`src/rtl/core/pibr_pkg.sv`:
```
// shared types, constants and register map for the pulse interval byte receiver
package pibr_pkg;

  localparam int BITS_PER_FRAME_DEF = 8;
  localparam int INTERVAL_WIDTH_DEF = 16;

  localparam int REG_W      = 10;
  localparam int CFG_ADDR_W = 4;
  localparam int CFG_DATA_W = 32;

  localparam logic [REG_W-1:0] OFFSET_RST    = REG_W'(50);
  localparam logic [REG_W-1:0] ONE_WIDTH_RST = REG_W'(150);
  localparam logic [REG_W-1:0] ZERO_WIDTH_RST = REG_W'(50);
  localparam logic [REG_W-1:0] TOLERANCE_RST = REG_W'(20);

  typedef enum logic [1:0] {
    REG_OFFSET     = 2'd0,
    REG_ONE_WIDTH  = 2'd1,
    REG_ZERO_WIDTH = 2'd2,
    REG_TOLERANCE  = 2'd3
  } reg_idx_t;

  typedef struct packed {
    logic [REG_W-1:0] offset_ticks;
    logic [REG_W-1:0] one_width;
    logic [REG_W-1:0] zero_width;
    logic [REG_W-1:0] tolerance;
  } cfg_regs_t;

  typedef struct packed {
    logic       produced;
    logic       bit_value;
    logic       bit_valid;
    logic [2:0] bit_index;
    logic [7:0] byte_value;
    logic       byte_done;
  } result_t;

  typedef struct packed {
    logic frame_open;
    logic edge_phase;
    logic count_zero;
    logic count_full;
    logic count_over;
  } frame_status_t;

endpackage

```
`src/rtl/core/pibr_cfg.sv`:
```
// apb register block holding the timing windows
module pibr_cfg (
  input  logic                              clk,
  input  logic                              rst_n,
  input  logic                              cfg_psel,
  input  logic                              cfg_penable,
  input  logic                              cfg_pwrite,
  input  logic [pibr_pkg::CFG_ADDR_W-1:0]   cfg_paddr,
  input  logic [pibr_pkg::CFG_DATA_W-1:0]   cfg_pwdata,
  output logic [pibr_pkg::CFG_DATA_W-1:0]   cfg_prdata,
  output pibr_pkg::cfg_regs_t               regs
);

  pibr_pkg::cfg_regs_t regs_r;
  pibr_pkg::cfg_regs_t regs_nxt;
  pibr_pkg::reg_idx_t  idx;
  logic                wr_en;
  logic [pibr_pkg::REG_W-1:0] wval;

  assign idx   = pibr_pkg::reg_idx_t'(cfg_paddr[3:2]);
  assign wr_en = cfg_psel && cfg_penable && cfg_pwrite;
  assign wval  = cfg_pwdata[pibr_pkg::REG_W-1:0];

  always_comb begin
    regs_nxt = regs_r;
    if (wr_en) begin
      case (idx)
        pibr_pkg::REG_OFFSET:     regs_nxt.offset_ticks = wval;
        pibr_pkg::REG_ONE_WIDTH:  regs_nxt.one_width    = wval;
        pibr_pkg::REG_ZERO_WIDTH: regs_nxt.zero_width   = wval;
        pibr_pkg::REG_TOLERANCE:  regs_nxt.tolerance    = wval;
        default: ;
      endcase
    end
  end

  always_ff @(posedge clk) begin
    if (!rst_n) begin
      regs_r.offset_ticks <= pibr_pkg::OFFSET_RST;
      regs_r.one_width    <= pibr_pkg::ONE_WIDTH_RST;
      regs_r.zero_width   <= pibr_pkg::ZERO_WIDTH_RST;
      regs_r.tolerance    <= pibr_pkg::TOLERANCE_RST;
    end else begin
      regs_r <= regs_nxt;
    end
  end

  always_comb begin
    case (idx)
      pibr_pkg::REG_OFFSET:     cfg_prdata = pibr_pkg::CFG_DATA_W'(regs_r.offset_ticks);
      pibr_pkg::REG_ONE_WIDTH:  cfg_prdata = pibr_pkg::CFG_DATA_W'(regs_r.one_width);
      pibr_pkg::REG_ZERO_WIDTH: cfg_prdata = pibr_pkg::CFG_DATA_W'(regs_r.zero_width);
      pibr_pkg::REG_TOLERANCE:  cfg_prdata = pibr_pkg::CFG_DATA_W'(regs_r.tolerance);
      default:                  cfg_prdata = '0;
    endcase
  end

  assign regs = regs_r;

endmodule

```
`src/rtl/core/pibr_frame.sv`:
```
// edge detect, interval measure, window compare and bit assembly for one sample
module pibr_frame #(
  parameter int BITS_PER_FRAME = pibr_pkg::BITS_PER_FRAME_DEF,
  parameter int INTERVAL_WIDTH = pibr_pkg::INTERVAL_WIDTH_DEF
) (
  input  logic                     clk,
  input  logic                     rst_n,
  input  logic                     step,
  input  logic                     level,
  input  pibr_pkg::cfg_regs_t      regs,
  output pibr_pkg::result_t        res,
  output pibr_pkg::frame_status_t  status
);

  localparam int CNT_W = $clog2(BITS_PER_FRAME + 1);
  // signed compare width: holds the interval plus the widest window bound
  localparam int CW    = ((INTERVAL_WIDTH > 12) ? INTERVAL_WIDTH : 12) + 2;
  localparam int XW    = CW - pibr_pkg::REG_W;

  logic                      prev_level_r, prev_level_nxt;
  logic                      edge_phase_r, edge_phase_nxt;
  logic                      frame_open_r, frame_open_nxt;
  logic [CNT_W-1:0]          bits_taken_r, bits_taken_nxt;
  logic [INTERVAL_WIDTH-1:0] interval_r, interval_nxt;
  logic [BITS_PER_FRAME-1:0] store_r, store_nxt;

  logic                      line_edge;
  logic                      phase_t;
  logic [INTERVAL_WIDTH-1:0] measured;
  logic [BITS_PER_FRAME-1:0] mask;
  logic signed [CW-1:0]      meas_s, off_s, one_s, zero_s, tol_s;
  logic signed [CW-1:0]      one_lo, one_hi, zero_lo, zero_hi;
  logic                      one_hit, zero_hit;

  assign line_edge = level != prev_level_r;
  assign phase_t   = ~edge_phase_r;
  // saturating tick count, taken at the edge tick itself
  assign measured  = (interval_r == '1) ? interval_r : interval_r + 1'b1;

  assign meas_s = $signed({{(CW-INTERVAL_WIDTH){1'b0}}, measured});
  assign off_s  = $signed({{XW{1'b0}}, regs.offset_ticks});
  assign one_s  = $signed({{XW{1'b0}}, regs.one_width});
  assign zero_s = $signed({{XW{1'b0}}, regs.zero_width});
  assign tol_s  = $signed({{XW{1'b0}}, regs.tolerance});

  // window bounds moved onto the raw interval by adding the offset
  assign one_lo  = one_s - tol_s + off_s;
  assign one_hi  = one_s + tol_s + off_s;
  assign zero_lo = zero_s - tol_s + off_s;
  assign zero_hi = zero_s + tol_s + off_s;

  assign one_hit  = (meas_s > one_lo) && (meas_s < one_hi);
  assign zero_hit = (meas_s > zero_lo) && (meas_s < zero_hi);

  always_comb begin
    for (int i = 0; i < BITS_PER_FRAME; i++) begin
      mask[i] = bits_taken_r == CNT_W'(BITS_PER_FRAME - 1 - i);
    end
  end

  always_comb begin
    prev_level_nxt = level;
    edge_phase_nxt = edge_phase_r;
    frame_open_nxt = frame_open_r;
    bits_taken_nxt = bits_taken_r;
    interval_nxt   = measured;
    store_nxt      = store_r;
    res            = '0;
    if (line_edge) begin
      edge_phase_nxt = phase_t;
      if (!frame_open_r) begin
        frame_open_nxt = 1'b1;
        bits_taken_nxt = '0;
        interval_nxt   = '0;
      end else if (bits_taken_r >= CNT_W'(BITS_PER_FRAME)) begin
        // closing edge after the last bit
        if (phase_t) begin
          frame_open_nxt = 1'b0;
          bits_taken_nxt = '0;
          edge_phase_nxt = 1'b1;
        end
      end else if (!phase_t) begin
        if (one_hit) begin
          store_nxt = store_r | mask;
        end else if (zero_hit) begin
          store_nxt = store_r & ~mask;
        end
        interval_nxt   = '0;
        bits_taken_nxt = bits_taken_r + 1'b1;
        res.produced   = 1'b1;
        res.bit_value  = |(store_nxt & mask);
        res.bit_valid  = one_hit || zero_hit;
        res.bit_index  = 3'(bits_taken_r);
        res.byte_value = 8'(store_nxt);
        res.byte_done  = bits_taken_r == CNT_W'(BITS_PER_FRAME - 1);
      end
    end
  end

  always_ff @(posedge clk) begin
    if (!rst_n) begin
      prev_level_r <= 1'b1;
      edge_phase_r <= 1'b1;
      frame_open_r <= 1'b0;
      bits_taken_r <= '0;
      interval_r   <= '0;
      store_r      <= '0;
    end else if (step) begin
      prev_level_r <= prev_level_nxt;
      edge_phase_r <= edge_phase_nxt;
      frame_open_r <= frame_open_nxt;
      bits_taken_r <= bits_taken_nxt;
      interval_r   <= interval_nxt;
      store_r      <= store_nxt;
    end
  end

  assign status.frame_open = frame_open_r;
  assign status.edge_phase = edge_phase_r;
  assign status.count_zero = bits_taken_r == '0;
  assign status.count_full = bits_taken_r == CNT_W'(BITS_PER_FRAME);
  assign status.count_over = bits_taken_r > CNT_W'(BITS_PER_FRAME);

endmodule

```
`src/rtl/core/pulse_interval_byte_receiver_core.sv`:
```
// top level: sample register, frame decoder, result register and apb registers
// a sample is decoded while it sits in the sample register; its result is captured in
//   the result register, which raises out_tvalid until the result transfers
// throughput: one sample per cycle unless its result would land on a held result, set
//   by the combinational decode between the sample register and the result register
// reset: synchronous active-low rst_n clears the frame state, the sample and result
//   valid flags and the timing registers to their defaults
module pulse_interval_byte_receiver_core #(
  parameter int BITS_PER_FRAME = pibr_pkg::BITS_PER_FRAME_DEF,
  parameter int INTERVAL_WIDTH = pibr_pkg::INTERVAL_WIDTH_DEF
) (
  input  logic                            clk,
  input  logic                            rst_n,
  input  logic                            in_tvalid,
  output logic                            in_tready,
  input  logic [7:0]                      in_tdata,    // [0] line_level
  output logic                            out_tvalid,
  input  logic                            out_tready,
  output logic [15:0]                     out_tdata,   // [0] bit_value, [3:1] bit_index,
                                                       // [11:4] byte_value
  output logic [0:0]                      out_tuser,   // [0] bit_valid
  output logic                            out_tlast,   // byte_done
  input  logic                            cfg_psel,
  input  logic                            cfg_penable,
  input  logic                            cfg_pwrite,
  input  logic [pibr_pkg::CFG_ADDR_W-1:0] cfg_paddr,
  input  logic [pibr_pkg::CFG_DATA_W-1:0] cfg_pwdata,
  output logic [pibr_pkg::CFG_DATA_W-1:0] cfg_prdata,
  output logic                            cfg_pready
);

  pibr_pkg::cfg_regs_t     regs;
  pibr_pkg::result_t       res;
  pibr_pkg::frame_status_t status;

  logic       in_valid_r;
  logic       in_level_r;
  logic       advance;
  logic       out_valid_r;
  logic       out_bit_r;
  logic       out_ok_r;
  logic [2:0] out_index_r;
  logic [7:0] out_byte_r;
  logic       out_last_r;

  assign cfg_pready = 1'b1;

  pibr_cfg u_cfg (
    .clk         (clk),
    .rst_n       (rst_n),
    .cfg_psel    (cfg_psel),
    .cfg_penable (cfg_penable),
    .cfg_pwrite  (cfg_pwrite),
    .cfg_paddr   (cfg_paddr),
    .cfg_pwdata  (cfg_pwdata),
    .cfg_prdata  (cfg_prdata),
    .regs        (regs)
  );

  pibr_frame #(
    .BITS_PER_FRAME (BITS_PER_FRAME),
    .INTERVAL_WIDTH (INTERVAL_WIDTH)
  ) u_frame (
    .clk    (clk),
    .rst_n  (rst_n),
    .step   (advance),
    .level  (in_level_r),
    .regs   (regs),
    .res    (res),
    .status (status)
  );

  // a sample moves on unless its result would land on a held result
  assign advance   = in_valid_r && (!out_valid_r || out_tready || !res.produced);
  assign in_tready = !in_valid_r || advance;

  always_ff @(posedge clk) begin
    if (!rst_n) begin
      in_valid_r <= 1'b0;
    end else if (in_tvalid && in_tready) begin
      in_valid_r <= 1'b1;
    end else if (advance) begin
      in_valid_r <= 1'b0;
    end
  end

  always_ff @(posedge clk) begin
    if (in_tvalid && in_tready) begin
      in_level_r <= in_tdata[0];
    end
  end

  always_ff @(posedge clk) begin
    if (!rst_n) begin
      out_valid_r <= 1'b0;
    end else if (advance && res.produced) begin
      out_valid_r <= 1'b1;
    end else if (out_tready) begin
      out_valid_r <= 1'b0;
    end
  end

  always_ff @(posedge clk) begin
    if (advance && res.produced) begin
      out_bit_r   <= res.bit_value;
      out_ok_r    <= res.bit_valid;
      out_index_r <= res.bit_index;
      out_byte_r  <= res.byte_value;
      out_last_r  <= res.byte_done;
    end
  end

  assign out_tvalid = out_valid_r;
  assign out_tdata  = {4'b0000, out_byte_r, out_index_r, out_bit_r};
  assign out_tuser  = out_ok_r;
  assign out_tlast  = out_last_r;

  a_idle_clean: assert property (@(posedge clk) disable iff (!rst_n)
    !status.frame_open |-> (status.count_zero && status.edge_phase))
    else $error("frame closed with bit count or phase not at rest");

  a_count_bound: assert property (@(posedge clk) disable iff (!rst_n)
    !status.count_over)
    else $error("bit count beyond frame length");

  a_last_fills: assert property (@(posedge clk) disable iff (!rst_n)
    (advance && res.produced && res.byte_done) |=> status.count_full)
    else $error("last bit did not fill the frame count");

  a_sample_held: assert property (@(posedge clk) disable iff (!rst_n)
    (in_valid_r && !advance) |=> (in_valid_r && $stable(in_level_r)))
    else $error("stalled sample lost from the sample register");

endmodule
```
`config.mk`:
```
export PLATFORM = sky130hd
export DESIGN_NAME = pulse_interval_byte_receiver_core
export DESIGN_NICKNAME = d
export VERILOG_FILES = /design/src/rtl/core/pibr_pkg.sv /design/src/rtl/core/pibr_cfg.sv /design/src/rtl/core/pibr_frame.sv /design/src/rtl/core/pulse_interval_byte_receiver_core.sv
export SDC_FILE = /design/constraint.sdc
export NUM_CORES = 1
export LEC_CHECK = 0
export BUFFER_PORTS_ARGS = -buffer_cell sky130_fd_sc_hd__buf_4
export CORE_MARGIN = 8
export CORE_UTILIZATION = 45
export CTS_CLUSTER_DIAMETER = 60
export CTS_CLUSTER_SIZE = 14
export DETAILED_ROUTE_END_ITERATION = 10
export MAX_ROUTING_LAYER = met4
export PLACE_DENSITY = 0.66
export SLEW_MARGIN = 25
export SYNTH_ARGS = -nofsm -noshare
export SYNTH_HDL_FRONTEND = slang
export SYNTH_SLANG_ARGS = --single-unit
```
`constraint.sdc`:
```
create_clock -name clk -period 5.8 [get_ports clk]
set_input_delay 1.16 -clock clk [delete_from_list [all_inputs] [get_ports clk]]
set_output_delay 1.16 -clock clk [all_outputs]
set_load 0.01 [all_outputs]
```
# Word level (Yosys, flattened, before mapping)
# Cells that the tools add are included.
# Widths: inputs -> output; s select.
[classes]
muxes = 30
n_eq_ne = 14
n_addsub = 10
n_lt_le_gt_ge = 5
n_reduce_logical = 27
bitwise = 8
[op_table]
columns = ["cell", "count"]
rows = [
  ["$pmux 32 s4", 1],
  ["$mux 16", 5],
  ["$add 18x11->18", 4],
  ["$mux 15", 4],
  ["$mux 8", 6],
  ["$gt 17x18->1", 2],
  ["$lt 17x18->1", 2],
  ["$add 10x10->11", 2],
  ["$sub 10x10->11", 2],
  ["$add 16x1->16 const B", 1],
  ["$and 8x8->8", 2],
  ["$eq 16x16->1 const B", 1],
  ["$eq 4x3->1 const B", 4],
  ["$mux 4", 4],
  ["$mux 1", 10],
  ["$reduce_and 2->1", 5],
  ["$eq 4x2->1 const B", 2],
  ["$not 8->8", 1],
  ["$or 8x8->8", 1],
  ["$reduce_or 8->1", 1],
  ["$logic_and 1x1->1", 7],
  ["$reduce_and 5->1", 1],
  ["$add 4x1->4 const B", 1],
  ["$eq 2x2->1 const B", 2],
  ["14 further kinds", 23],
]
[word_totals]
input_bits = 51
reg_bits = 88
elab_cells = 112
output_inout_bits = 53

# Longest topological paths before layout
[logic_depth]
depth_word = 22
ltp_mapped = 27
depth_no_buf = 25

# Hierarchy
# A second synthesis with hierarchy kept.
[unflattened]
cells_unflattened = 972
area_unflattened_um2 = 8714.6
[by_module_without_submodules]
columns = ["mod", "n_inst", "area_per_inst_um2", "seq_area_each_um2", "cells_each"]
rows = [
  ["pibr_frame", 1, 6120.9, 620.6, 746],
  ["pibr_cfg", 1, 1973.1, 800.8, 191],
  ["pulse_interval_byte_receiver_core", 1, 620.6, 490.5, 35],
]

# Worst setup path after synthesis
# OpenSTA, ideal clock, no wires.
[synth_timing]
path_kind = "reg2reg"
from = "reg u_cfg.regs_r (netlist bit u_cfg.regs[1])"
to = "reg out_ok_r, in the netlist out_tuser (data pin)"
setup_slack_ps = 412
required_ps = 5530
path_buffers = 1
path_stages_with_launch = 25
period_less_slack_ps = 5388
setup_ps = 270
t_arrival_ps = 5118
cell_sequence = "dfxtp_1 > inv_1 > fa_1 > a21oi_1 > o22ai_1 > o21a_1 > o21a_1 > nor2_1 > xnor2_1 > ha_1 > a21o_1 > a41oi_1 > nor2b_1 > nor3_1 > inv_1 > ha_1 > a211oi_1 > nor2_1 > o21ai_0 > nand2b_1 > a221o_1 > a31oi_1 > clkbuf_1 > or2_2 > a21oi_1"
[synth_via]
elab_chain_cells = 5
elab_cells_between_ends = 15
cone_classes = "add/sub: 8; order compare: 4; reduce/logical: 3"
[synth_rtl]
columns = ["element", "line_no", "rtl"]
rows = [
  ["start: declaration", "pibr_cfg.sv:14", "pibr_pkg::cfg_regs_t regs_r;"],
  ["start signal: assignment", "pibr_cfg.sv:44", "regs_r <= regs_nxt;"],
  ["$sub 10x10->11, or another cell as far along", "pibr_frame.sv:47", "assign one_lo = one_s - tol_s + off_s;"],
  ["$add 18x11->18, on equally long branches", "n/a", ""],
  ["$gt 17x18->1, or another cell as far along", "pibr_frame.sv:52", "assign one_hit = (meas_s > one_lo) && (meas_s < one_hi);"],
  ["$logic_and 1x1->1, on equally long branches", "pibr_frame.sv:52, pibr_frame.sv:53", ""],
  ["$logic_or 1x1->1 (*)", "pibr_frame.sv:92", "res.bit_valid = one_hit || zero_hit;"],
  ["end signal: assignment", "pulse_interval_byte_receiver_core.sv:106", "out_ok_r <= res.bit_valid;"],
  ["end: declaration", "pulse_interval_byte_receiver_core.sv:41", "logic out_ok_r;"],
]
# Mark *: on every way between the ends. The rest lies on a longest branch, timed or not.
# A chain may end at the register's enable or synchronous reset.

# Final worst setup path
[layout_timing]
from = "reg u_cfg.regs_r (netlist bit u_cfg.regs[21])"
to = "reg out_byte_r[1] (data pin)"
[layout_via]
elab_chain_cells = 9
elab_cells_between_ends = 12
cone_classes = "add/sub: 4; order compare: 2; mux: 5; reduce/logical: 1"
[layout_rtl]
columns = ["element", "line_no", "rtl"]
rows = [
  ["$sub 10x10->11 / $add 10x10->11 (equally long branches)", "pibr_frame.sv:47, pibr_frame.sv:48", ""],
  ["$add 18x11->18, on equally long branches", "pibr_frame.sv:47, pibr_frame.sv:48", ""],
  ["$gt 17x18->1 / $lt 17x18->1 (equally long branches)", "pibr_frame.sv:52", ""],
  ["$logic_and 1x1->1 (*)", "pibr_frame.sv:52", ""],
  ["$mux 8 (*)", "pibr_frame.sv:83", "if (one_hit) begin"],
  ["$mux 8 (*)", "pibr_frame.sv:82", "end else if (!phase_t) begin"],
  ["$mux 8 (*)", "pibr_frame.sv:75", "end else if (bits_taken_r >= CNT_W'(BITS_PER_FRAME)) begin"],
  ["$mux 8 (*)", "pibr_frame.sv:71", "if (!frame_open_r) begin"],
  ["$mux 8 (*)", "pibr_frame.sv:69", "if (line_edge) begin"],
  ["end signal: assignment", "pulse_interval_byte_receiver_core.sv:108", "out_byte_r <= res.byte_value;"],
  ["end: declaration", "pulse_interval_byte_receiver_core.sv:43", "logic [7:0] out_byte_r;"],
]
# Mark *: on every way between the ends. The rest lies on a longest branch, timed or not. The select of a mux whose other input is x is not followed.

==> run summary <==
Routed wire length: 22,300 um
Initial antenna violation count: 0
Rel. slew slack: 41.5%
P_leak: 4.42 nW
Drt pass-1 iters: 7
Number of flops mapped to enable cells by yosys: 15
Area Overhead vs Synth: 8.82%
Cell with the most instances after synthesis: ha_1
CTS root buffer: clkbuf_16
Share of layout cells above drive strength 1: 8.61%
Gp weighted congestion: 0.900
Critical path, cell by cell: ha_1 > nor2b_1 > o21ai_0 > a21oi_1 > o21a_1 > nor2_1 > o21a_1 > mux2i_1 > o2111ai_1 > ha_1 > a21oi_1 > nand2_1 > o21ai_1 > nand2_1 > ha_1 > nand2_1 > or4_1 > o21ai_0 > o221ai_1 > o21ai_1 > buf_4 > nand4_1 > a21oi_1
Die Y: 158 um
CP peak stage delay: 0.54 ns
Cell area after synthesis: 9120 um^2
PnR worst setup slack: 0.328 ns
Avg Inst Size Synth: 8.34 um^2
Ys async rst share: 0%
Top cells by area, synth: ha_1 (19%), dfxtp_1 (16%), edfxtp_1 (4.9%)
Deepest level of the CTS H-tree: 3
CTS tree: done
Final worst path period need: 5.47 ns
Vias per cell: 5.50
Peak Freq: 183 MHz
Fin. Hold Viols: 0
Main synth FF type: dfxtp_1
Placed cell areas: 9610 um^2
Clock Skew: 0.00909 ns
Hold WS: 0.491 ns
FP Rows: 52
# setup viols final: 0
DP Worst Slack: 0.201 ns
Antenna Cells: 0
Critical Path Source Type: register
Critical path's top delay family: compound AO/OA/AOI/OAI gates
Data arrival, critical path: 5.66 ns
CP Capture Type: register
Register area: 1910 um^2
Ranking of synthesized cells by instance count: ha_1 (141), inv_1 (82), nand2_1 (74), dfxtp_1 (73), a21oi_1 (71)
Footprint of the multi-input gates: 6660 um^2
Crit Path Class: reg2reg
CTS Sinks: 88
Yosys top cell area share: 19.3%
Finished Cell Area: 9930 um^2
Worst-Skew Late Latency: 0.36 ns
Register clock-pin slew on the reported worst setup and hold paths: 0.08 ns
Initial drt markers: 399
GRT Total Usage: 18.7%
Post-route ant nets: 0
Yosys reg bits: 88
Final worst path period share: 94.3%
# hold bufs at CTS: 0
P per Cell Area: 158 nW/um^2
Worst Path Required: 5.98 ns
DR WL met3: 695 um
Synth unique cells: 69
VDD IR max: 0.136 mV
First-pass GRT wire length: 36,800 um
PortBufs: 45
Hold crit path type: reg2reg
CORE AREA: 20,000 um^2
Post-CTS setup buffers: 0
Final nets: 1,321
Area leader, netlist: ha_1
Crit path max fanout: 17
Vias in the first global route: 7,457
Clk buf depth: 2
Buf+Inv Stages, Crit Path: 1
Setup TNS Final: 0 ns
Initial Util: 45.5%
Status: finished, final reports clean
Routed len/inst: 16.0 um
Chip width: 158 um
Met2 routed WL: 10,600 um
Die area: 25,100 um^2
Cts bufs inserted: 9
Largest net degree at the start of global routing: 74
I/O pin cnt: 104
Worst slew pin tran: 0.876 ns
Remaining DRCs: 0
Metal-1 WL: 10,700 um
Global route total overflow: 0
Dpl hpwl: 17,600 um
MaxCap Viol Count: 0
Pwr Total: 1.57 mW
Filler cells: 1,999
Yosys warns: 0
Part of the Yosys area used for sequential elements: 21.0%
Cells after Synth: 1,094
Vias: 7,674
Slowest CP cell: or4_1
Fin. max-slew vios: 0
Highest routed layer: met4
-- what timing repair did --
item	CTS	global route
setup endpoints to repair	0	18
endpoints found under the hold margin	0	0
gates resized for setup	0	4
-- cell type report --
cell class | count | area share, %
multi-input combinational | 885 | 67.1
clock inverter | 7 | 0.731
sequential | 88 | 19.3
clock buffer | 9 | 2.27
tap | 270 | 3.40
timing repair buffer | 55 | 4.16
inverter | 82 | 3.10
-- logic make-up (layout without fill, tap and decap cells) --
| logic type | count (synthesis) | in the layout | share of synthesized area, % |
|---|---|---|---|
| AND/OR/NAND/NOR | 331 | 331 | 18.4 |
| AO/OA/AOI/OAI | 264 | 264 | 19.1 |
| adder cells (fa/ha/maj) | 149 | 149 | 21.1 |
| buffers and inverters | 146 | 153 | 7.32 |
| flip-flops | 88 | 88 | 21.0 |
| XOR/XNOR | 68 | 68 | 6.53 |
| multiplexers | 46 | 46 | 6.42 |
| other | 2 | 27 | 0.0823 |
-- report_power, final --
part,switching (mW),internal [mW]
Sequential,0.0108,0.626
Clock,0.298,0.305
Combinational,0.190,0.138
Total,0.499,1.07
-- sequential cells by signal, summed over array words and instances, names as in the netlist --
name and flops:
u_frame.bits_taken_r 4, in_level_r 1, out_bit_r 1, u_frame.store_r 8, u_frame.prev_level_r 1, u_frame.edge_phase_r 1, out_byte_r 8, u_frame.interval_r 16
u_cfg.regs 40, out_tvalid 1, in_valid_r 1, out_tuser 1, out_tlast 1, out_index_r 3, u_frame.frame_open_r 1
-- per-stage QoR --
step / utilization [%] / instances
floorplan: - / 1119
global placement: 48.0 / 1380
detailed placement: 48.0 / 1380
CTS: 49.5 / 1396
global route: 49.5 / 1396
finish: 49.5 / 1396
-- final timing paths --
path                                    startpoint                  to  slack, ns  cells past startpoint
worst max-delay path                u_cfg.regs[21]       out_byte_r[1]       0.33                     23
worst min-delay path            u_frame.store_r[7]  u_frame.store_r[7]       0.49                      2
worst max register to register      u_cfg.regs[21]       out_byte_r[1]       0.33                     23
worst min register to register  u_frame.store_r[7]  u_frame.store_r[7]       0.49                      2
-- worst register-to-register path: cells and delay by family, from the launching register on --
family / cells / cell delay, ns
compound gates: 11 / 2.11
flops: 1 / 0.48
mux: 1 / 0.19
fa+ha+maj: 3 / 0.97
buf+inv: 1 / 0.25
simple gates: 7 / 1.30
-- cells in the final DEF, fill, tap and decap left out, types with 4 or more instances in the layout --
cell / instances
nand3_1: 29
edfxtp_1: 15
mux4_2: 10
a21oi_1: 71
o21ai_0: 47
dfxtp_1: 73
mux2i_1: 36
nor2b_1: 46
xnor2_1: 41
a31oi_1: 7
or2_2: 4
xor2_1: 27
nor2_1: 69
nand2_1: 74
fa_1: 8
o31ai_1: 13
nor3_1: 20
conb_1: 27
o41ai_1: 9
and2_1: 6
or4_1: 4
nand2b_1: 21
a21boi_0: 22
a21o_1: 16
buf_4: 55
o21bai_1: 6
nor4_1: 8
nand4_1: 29
a22oi_1: 12
ha_1: 141
o21a_1: 12
a211oi_1: 5
or3_1: 8
inv_1: 82
and3_1: 4
clkbuf_16: 9
-- routing by layer --
| metal | vias up | global-route usage (%) |
|---|---|---|
| li1 | 3935 | - |
| met1 | 3600 | 23.6 |
| met2 | 122 | 30.7 |
| met3 | 17 | 2.90 |
| met4 | 0 | 4.67 |
| met5 | - | - |
No activity file was read; power rests on OpenSTA's default activity.
